--- config.mk ---
export PLATFORM = sky130hd
export DESIGN_NAME = signed_byte_alu_mul_div
export DESIGN_NICKNAME = d
export VERILOG_FILES = /design/src/rtl/sbamd_pkg.sv /design/src/rtl/sbamd_cell.sv /design/src/rtl/sbamd_out.sv /design/src/rtl/signed_byte_alu_mul_div.sv
export SDC_FILE = /design/constraint.sdc
export NUM_CORES = 1
export LEC_CHECK = 0
export BUFFER_PORTS_ARGS = -buffer_cell sky130_fd_sc_hd__buf_4
export CORE_MARGIN = 1
export CORE_UTILIZATION = 48
export DETAILED_ROUTE_END_ITERATION = 8
export PLACE_DENSITY = 0.73
export SLEW_MARGIN = 5
export SYNTH_ARGS = -nofsm -noshare
export SYNTH_HDL_FRONTEND = slang
export SYNTH_HIERARCHICAL = 1
export SYNTH_SLANG_ARGS = --single-unit
--- constraint.sdc ---
create_clock -name clk_i -period 5.1 [get_ports clk_i]
set_input_delay 1.53 -clock clk_i [delete_from_list [all_inputs] [get_ports clk_i]]
set_output_delay 1.53 -clock clk_i [all_outputs]
set_load 0.1 [all_outputs]
--- src/rtl/sbamd_pkg.sv ---
// Shared types and constants of the signed byte ALU with pipelined multiply and divide.
package sbamd_pkg;

  // Operand width in bits; the magnitudes of the operands fit in the same width.
  localparam int unsigned DataWidth = 8;
  // Width of the full product and of the result field.
  localparam int unsigned ProdWidth = 2 * DataWidth;
  // One cell of the chain handles one multiplier bit and one quotient bit.
  localparam int unsigned NumCells = DataWidth;

  // Magnitude of the most negative operand, and the constant one.
  localparam logic [DataWidth-1:0] MinMag = {1'b1, {(DataWidth-1){1'b0}}};
  localparam logic [DataWidth-1:0] OneMag = {{(DataWidth-1){1'b0}}, 1'b1};

  // Operation codes.
  typedef enum logic [1:0] {
    ActAdd = 2'd0,
    ActSub = 2'd1,
    ActMul = 2'd2,
    ActDiv = 2'd3
  } act_e;

  // One request.
  typedef struct packed {
    act_e                        action;
    logic signed [DataWidth-1:0] operand_a;
    logic signed [DataWidth-1:0] operand_b;
  } req_t;

  // One result.
  typedef struct packed {
    logic signed [ProdWidth-1:0] result_value;
    logic signed [DataWidth-1:0] remainder_value;
    logic                        overflow_flag;
    logic                        divide_by_zero;
  } res_t;

  // Work carried from cell to cell along the chain.
  typedef struct packed {
    act_e                        action;
    logic signed [DataWidth-1:0] operand_a;
    logic signed [DataWidth-1:0] operand_b;
    logic [ProdWidth-1:0]        mul_m;    // multiplicand, shifted left once per cell
    logic [DataWidth-1:0]        mul_q;    // multiplier, shifted right once per cell
    logic [ProdWidth-1:0]        acc;      // partial product
    logic [DataWidth-1:0]        div_n;    // dividend bits still to be brought down
    logic [DataWidth-1:0]        div_d;    // divisor magnitude
    logic [DataWidth-1:0]        rem;      // partial remainder
    logic [DataWidth-1:0]        quo;      // quotient bits so far
  } cell_t;

endpackage

--- src/rtl/sbamd_cell.sv ---
// One cell of the chain: one shift-add step and one restoring division step.
module sbamd_cell (
  input  logic                 clk_i,
  input  logic                 rst_ni,
  input  logic                 valid_i,
  input  sbamd_pkg::cell_t     data_i,
  output logic                 valid_o,
  output sbamd_pkg::cell_t     data_o
);

  logic                                valid_q;
  sbamd_pkg::cell_t                    data_d;
  sbamd_pkg::cell_t                    data_q;
  logic [sbamd_pkg::DataWidth-1:0]     part_rem;

  // Multiply step on the low multiplier bit, divide step on the top dividend bit.
  always_comb begin
    data_d   = data_i;
    part_rem = {data_i.rem[sbamd_pkg::DataWidth-2:0], data_i.div_n[sbamd_pkg::DataWidth-1]};
    if (data_i.mul_q[0]) begin
      data_d.acc = data_i.acc + data_i.mul_m;
    end
    data_d.mul_m = {data_i.mul_m[sbamd_pkg::ProdWidth-2:0], 1'b0};
    data_d.mul_q = {1'b0, data_i.mul_q[sbamd_pkg::DataWidth-1:1]};
    data_d.div_n = {data_i.div_n[sbamd_pkg::DataWidth-2:0], 1'b0};
    if (part_rem >= data_i.div_d) begin
      data_d.rem = part_rem - data_i.div_d;
      data_d.quo = {data_i.quo[sbamd_pkg::DataWidth-2:0], 1'b1};
    end else begin
      data_d.rem = part_rem;
      data_d.quo = {data_i.quo[sbamd_pkg::DataWidth-2:0], 1'b0};
    end
  end

  // The valid bit is reset; the work itself needs none.
  always_ff @(posedge clk_i or negedge rst_ni) begin
    if (!rst_ni) begin
      valid_q <= 1'b0;
    end else begin
      valid_q <= valid_i;
    end
  end

  always_ff @(posedge clk_i) begin
    data_q <= data_d;
  end

  assign valid_o = valid_q;
  assign data_o  = data_q;

endmodule

--- src/rtl/sbamd_out.sv ---
// Output stage: sign fix, add and subtract, flags, and the result register.
module sbamd_out (
  input  logic                 clk_i,
  input  logic                 rst_ni,
  input  logic                 valid_i,
  input  sbamd_pkg::cell_t     data_i,
  output logic                 done_o,
  output sbamd_pkg::res_t      res_o
);

  localparam int unsigned W = sbamd_pkg::DataWidth;
  localparam int unsigned P = sbamd_pkg::ProdWidth;

  logic             done_q;
  sbamd_pkg::res_t  res_d;
  sbamd_pkg::res_t  res_q;
  logic [W:0]       a_ext;
  logic [W:0]       b_ext;
  logic [W:0]       exact;
  logic             sign_a;
  logic             sign_b;
  logic [W-1:0]     quo_s;
  logic [W-1:0]     rem_s;

  // Form the signed result for the operation carried down the chain.
  always_comb begin
    sign_a = data_i.operand_a[W-1];
    sign_b = data_i.operand_b[W-1];
    a_ext  = {sign_a, data_i.operand_a};
    b_ext  = {sign_b, data_i.operand_b};
    exact  = (data_i.action == sbamd_pkg::ActSub) ? (a_ext - b_ext) : (a_ext + b_ext);
    quo_s  = (sign_a ^ sign_b) ? (~data_i.quo + sbamd_pkg::OneMag) : data_i.quo;
    rem_s  = sign_a ? (~data_i.rem + sbamd_pkg::OneMag) : data_i.rem;
    res_d  = '0;
    case (data_i.action) inside
      sbamd_pkg::ActAdd, sbamd_pkg::ActSub: begin
        res_d.result_value  = {{(P-W){exact[W-1]}}, exact[W-1:0]};
        res_d.overflow_flag = exact[W] ^ exact[W-1];
      end
      sbamd_pkg::ActMul: begin
        res_d.result_value = (sign_a ^ sign_b) ? (~data_i.acc + P'(1)) : data_i.acc;
      end
      default: begin
        // A zero divisor leaves every other field at zero.
        if (data_i.operand_b == '0) begin
          res_d.divide_by_zero = 1'b1;
        end else begin
          res_d.result_value    = {{(P-W){quo_s[W-1]}}, quo_s};
          res_d.remainder_value = rem_s;
          res_d.overflow_flag   = !(sign_a ^ sign_b) && (data_i.quo == sbamd_pkg::MinMag);
        end
      end
    endcase
  end

  // Result strobe and payload registers.
  always_ff @(posedge clk_i or negedge rst_ni) begin
    if (!rst_ni) begin
      done_q <= 1'b0;
    end else begin
      done_q <= valid_i;
    end
  end

  always_ff @(posedge clk_i) begin
    res_q <= res_d;
  end

  assign done_o = done_q;
  assign res_o  = res_q;

endmodule

--- src/rtl/signed_byte_alu_mul_div.sv ---
// Top level of the signed byte ALU: operand decode, the cell chain and the output stage.
//
//  Channel   Direction  Signals                   Transfer
//  request   in         start, busy, req_i        start high while busy low
//  result    out        done_o, res_o             done_o high for one cycle
//
// A request is taken in every cycle; busy never rises.
// Every result passes through eight cells, one per operand bit, then the
// output register.
// Results leave in request order and the receiver cannot stall them.
// Reset clears the valid bits of the chain and the result strobe only.
module signed_byte_alu_mul_div (
  input  logic                 clk_i,
  input  logic                 rst_ni,
  input  logic                 start,
  output logic                 busy,
  input  sbamd_pkg::req_t      req_i,
  output logic                 done_o,
  output sbamd_pkg::res_t      res_o
);

  localparam int unsigned W = sbamd_pkg::DataWidth;
  localparam int unsigned N = sbamd_pkg::NumCells;

  logic                      accept;
  logic [W-1:0]              mag_a;
  logic [W-1:0]              mag_b;
  sbamd_pkg::cell_t          head;
  logic [N:0]                chain_valid;
  sbamd_pkg::cell_t [N:0]    chain_data;

  assign busy   = 1'b0;
  assign accept = start && !busy;

  // Operand magnitudes and the initial work for the first cell.
  always_comb begin
    mag_a = req_i.operand_a[W-1] ? (~req_i.operand_a + sbamd_pkg::OneMag) : req_i.operand_a;
    mag_b = req_i.operand_b[W-1] ? (~req_i.operand_b + sbamd_pkg::OneMag) : req_i.operand_b;
    head           = '0;
    head.action    = req_i.action;
    head.operand_a = req_i.operand_a;
    head.operand_b = req_i.operand_b;
    head.mul_m     = {{W{1'b0}}, mag_a};
    head.mul_q     = mag_b;
    head.div_n     = mag_a;
    head.div_d     = mag_b;
  end

  assign chain_valid[0] = accept;
  assign chain_data[0]  = head;

  // The chain of cells.
  for (genvar i = 0; i < N; i++) begin : g_cell
    sbamd_cell u_cell (
      .clk_i   (clk_i),
      .rst_ni  (rst_ni),
      .valid_i (chain_valid[i]),
      .data_i  (chain_data[i]),
      .valid_o (chain_valid[i+1]),
      .data_o  (chain_data[i+1])
    );
  end

  sbamd_out u_out (
    .clk_i   (clk_i),
    .rst_ni  (rst_ni),
    .valid_i (chain_valid[N]),
    .data_i  (chain_data[N]),
    .done_o  (done_o),
    .res_o   (res_o)
  );

`ifndef SYNTHESIS
  // Every request comes out after the fixed latency of the chain.
  assert property (@(posedge clk_i) disable iff (!rst_ni)
    accept |-> ##9 done_o)
    else $error("Result missing after the chain latency.");

  // No result appears without a request at the fixed latency before it.
  assert property (@(posedge clk_i) disable iff (!rst_ni)
    done_o |-> $past(accept, 9))
    else $error("Result without a matching request.");

  // A zero divisor gives zero value, remainder and overflow.
  assert property (@(posedge clk_i) disable iff (!rst_ni)
    (done_o && res_o.divide_by_zero) |->
      (res_o.result_value == '0 && res_o.remainder_value == '0 && !res_o.overflow_flag))
    else $error("Division by zero left a nonzero field.");
`endif

endmodule

=== Word level (Yosys, flattened, before mapping) ===
Cells that the tools add are included.

* Reduce and logical (&&, ||, !) cells: 7
* $add $sub $neg: 22
* Bitwise operators: 7
* Mux-type cells: 27
* Eq/ne operators: 3
* $lt $le $gt $ge: 8

{| class="wikitable"
|+ Operators with widths
! kind !! count
|-
| 16-bit two-way mux || 11
|-
| 15-bit two-way mux || 6
|-
| 8-bit >= comparator || 7
|-
| 7-bit subtractor || 6
|-
| 8-bit by 1-bit adder with 8-bit output (second input constant) || 4
|-
| 8-bit two-way mux || 4
|-
| 8-bit NOT || 4
|-
| 25-bit two-way mux || 1
|-
| 9-bit two-way mux || 2
|-
| 16-bit by 1-bit adder with 16-bit output (second input constant) || 1
|-
| 16-bit by 10-bit adder with 16-bit output || 1
|-
| 16-bit by 11-bit adder with 16-bit output || 1
|-
| 16-bit by 12-bit adder with 16-bit output || 1
|-
| 16-bit by 13-bit adder with 16-bit output || 1
|-
| 16-bit by 14-bit adder with 16-bit output || 1
|-
| 16-bit by 15-bit adder with 16-bit output || 1
|-
| 16-bit by 9-bit adder with 16-bit output || 1
|-
| 16-bit NOT || 1
|-
| 8-bit by 8-bit adder with 9-bit output || 1
|-
| 8-bit by 8-bit subtractor with 9-bit output || 1
|-
| 8-bit equality test (second input constant) || 1
|-
| 1-bit by 8-bit >= comparator with 1-bit output || 1
|-
| 8-bit zero test || 1
|-
| 8-bit subtractor || 1
|-
| other kinds (11) || 14
|}

* Word-level logic and storage cells: 165
* Input bits: 21
* Flip-flop bits (word level): 589

=== Depth between registers and ports, before layout ===
* Depth after elaboration: 6
* Gate-level depth with buffers: 13

=== Modules after synthesis ===
The synthesis kept the hierarchy.

{| class="wikitable"
|+ Modules (own cells, without submodules)
! module !! seq. area each (um^2) !! cells an instance !! times used !! area an instance (um^2)
|-
| sbamd_cell at g_cell[0].u_cell ... || 1766.7 || 277 || 5 || 3166.8
|-
| sbamd_cell at g_cell[7].u_cell || 1766.7 || 281 || 1 || 3193.1
|-
| sbamd_cell at g_cell[6].u_cell || 1766.7 || 278 || 1 || 3154.3
|-
| sbamd_cell at g_cell[1].u_cell || 1766.7 || 280 || 1 || 3143.0
|-
| sbamd_out || 545.5 || 235 || 1 || 1994.4
|-
| signed_byte_alu_mul_div || 0.0 || 42 || 1 || 310.3
|}

=== Worst setup path after synthesis ===
No wires, ideal clock.

* Path type: input-to-reg
* Start: in req_i[1] (netlist bit)
* End: reg g_cell[0].u_cell.data_q, in the netlist g_cell[0].u_cell/data_o[8]
* Arrival time: 3.649 ns
* Library setup time: 0.069 ns
* Cell stages on the path: 13
* Path slack: 1.382 ns
* Cells stage by stage: inv_1 ha_1 or3b_4 nand2_1 xnor2_1 inv_1 ha_1 nor3_1 nor4b_2 a221oi_4 buf_4 nand2_1 o21ai_1

{| class="wikitable"
|+ RTL lines
! element !! RTL line !! source
|-
| start: declaration || signed_byte_alu_mul_div.sv:17 || <nowiki>input sbamd_pkg::req_t req_i,</nowiki>
|-
| end signal: assignment || sbamd_cell.sv:45 || <nowiki>data_q <= data_d;</nowiki>
|-
| end: declaration || sbamd_cell.sv:13 || <nowiki>sbamd_pkg::cell_t data_q;</nowiki>
|}

==> results.json <==
{
  "status": "finished clean",
  "yosysWarnings": 6,
  "netlist_area_sq_um": 24900,
  "crit_required_ps": 5580,
  "avgRoutedWirePerCell_um": 15.4,
  "syn_to_final_growth_pct": 13.5,
  "worst-path-max-fanout": 27,
  "hold_buffers": 0,
  "post-route-period-util_pct": 72.9,
  "placed_cells": 3078,
  "htree_levels": 2,
  "min_period_ps": 3720,
  "avgSynthCellArea_sq_um": 10.7,
  "overflow": 0,
  "start_util_pct": 48.6,
  "cts_buffers": 60,
  "drt_iter0_drc": 1174,
  "track_usage_pct": 18.4,
  "cts.path.max_buffers": 3,
  "rows": 83,
  "reg2reg_depth": 10,
  "slew_headroom_pct": 32.7,
  "drive_above_1_share_pct": 13.2,
  "ir_drop_uv": 288,
  "mostFrequentLayoutCell": "dfxtp_1",
  "dr.pass1.iters": 5,
  "drv_slew": 0,
  "antenna_found_initial": 0,
  "skew_ps": 40.2,
  "grt_first_pass_wirelength_mm": 79.8,
  "path_clk_slew_ps": 60,
  "cts_tree": "done",
  "die_x_um": 230,
  "grt_pass1_vias": 16557,
  "cts-root-buf": "clkbuf_16",
  "grt_max_degree": 28,
  "rsz0062_at_grt": "no",
  "cts_sinks": 617,
  "fill_cells": 4317,
  "die_y_um": 230,
  "viasPerCell": 5.22,
  "die_area_sq_um": 52900,
  "post_cts_buffers": 0,
  "final_cell_mix": "dfxtp_1, ha_1, nand2_1, inv_1, nor2_1",
  "crit_type": "in2reg",
  "stdcell_count": 3189,
  "setup_violations": 0,
  "clock_latency_ps": 630,
  "place.gp.congestion": 0.907,
  "cp_data_arrival_time_ps": 4200,
  "port_buffers": 47,
  "core-area_sq_um": 51300,
  "maxCapViolations": 0,
  "syn_inst": 2328,
  "vias": 16655,
  "postRouteWirelength_mm": 49.0,
  "drtAntennaViolNets": 0,
  "ios": 49,
  "worstMarginPinSlew_ps": 1010,
  "startpoint_type": "primary input",
  "hp-class": "reg2reg",
  "nNetsFinal": 2696,
  "cts_resized": 0,
  "route.detailed.drc": 0,
  "whs_path_depth": 0,
  "crit_path_end_kind": "register",
  "leakagePower_uw": 0.0123,
  "powerDensity_nw_per_um2": 647,
  "dp_hpwl_mm": 37.2,
  "hold_viol": 0,
  "timing.fmax_ghz": 0.269,
  "finalSetupTns_ps": 0,
  "antenna_cells": 0
}
-- metrics by stage --
step / total power, uW / hold slack [ps] / worst slack [ps] / util (%) / area, sq um
global route: 19400 / 314 / 1170 / 55.2 / 28300
global placement: 13300 / 310 / 846 / 51.0 / 26100
CTS: 18300 / 309 / 1420 / 55.2 / 28300
finish: 18300 / 314 / 1380 / 55.2 / 28300
detailed placement: 13600 / 312 / 760 / 51.0 / 26100
floorplan: 12100 / 310 / 1420 / - / 25200
-- where the power goes --
group          internal [uW]  total (uW)  leakage [uW]  switching [uW]
Combinational           2960        6940       0.00607            3980
Sequential              5950        6690       0.00522             743
Clock                   2830        4680       0.00105            1850
-- worst max-delay path, stage by stage --
cell and delay (ps):
buf_4 310, inv_1 80, ha_1 210, nand2b_1 150
xnor2_1 230, inv_1 70, ha_1 340, nor2b_1 170
o21ai_2 150, nand4_1 170, a221oi_4 580, o21ai_1 170
-- worst paths after layout --
kind                                                      from  slack, ps                                  end
min in group asynchronous                               rst_ni        720   g_cell[2].u_cell/valid_o$_DFF_PN0_
hold reg to reg            g_cell[3].u_cell/data_o[18]$_DFF_P_        310  g_cell[4].u_cell/data_o[18]$_DFF_P_
setup / recovery                                      req_i[0]       1380  g_cell[0].u_cell/data_o[10]$_DFF_P_
setup reg to reg           g_cell[7].u_cell/data_o[89]$_DFF_P_       2280              u_out/res_o[18]$_DFF_P_
max in group asynchronous                               rst_ni       4250   g_cell[7].u_cell/valid_o$_DFF_PN0_
hold / removal             g_cell[3].u_cell/data_o[18]$_DFF_P_        310  g_cell[4].u_cell/data_o[18]$_DFF_P_
-- cell type report --
type                    count  area, sq um  area share (%)
flip-flops and latches    617        12400            43.8
multi-input cells        1581        12000            42.3
clock buffers              77         1670            5.88
well taps                 680          851            3.01
inverters                 153          574            2.03
clock inverters            34          497            1.75
repair buffers             47          353            1.25
-- layer usage --
layer / vias up / routed length [um] / GRT usage [%]
met5: - / 0 / 0
met4: 0 / 1640 / 7.14
met3: 104 / 1720 / 2.99
met2: 359 / 24300 / 33.5
met1: 7793 / 21300 / 21.5
li1: 8399 / - / -
-- registers in the layout (all words and copies together), names as in the netlist --
signal,flops
g_cell.u_cell/data_o,582
u_out/res_o,26
g_cell.u_cell/valid_o,8
u_out/done_o,1
(Power assumes the default switching activity.)
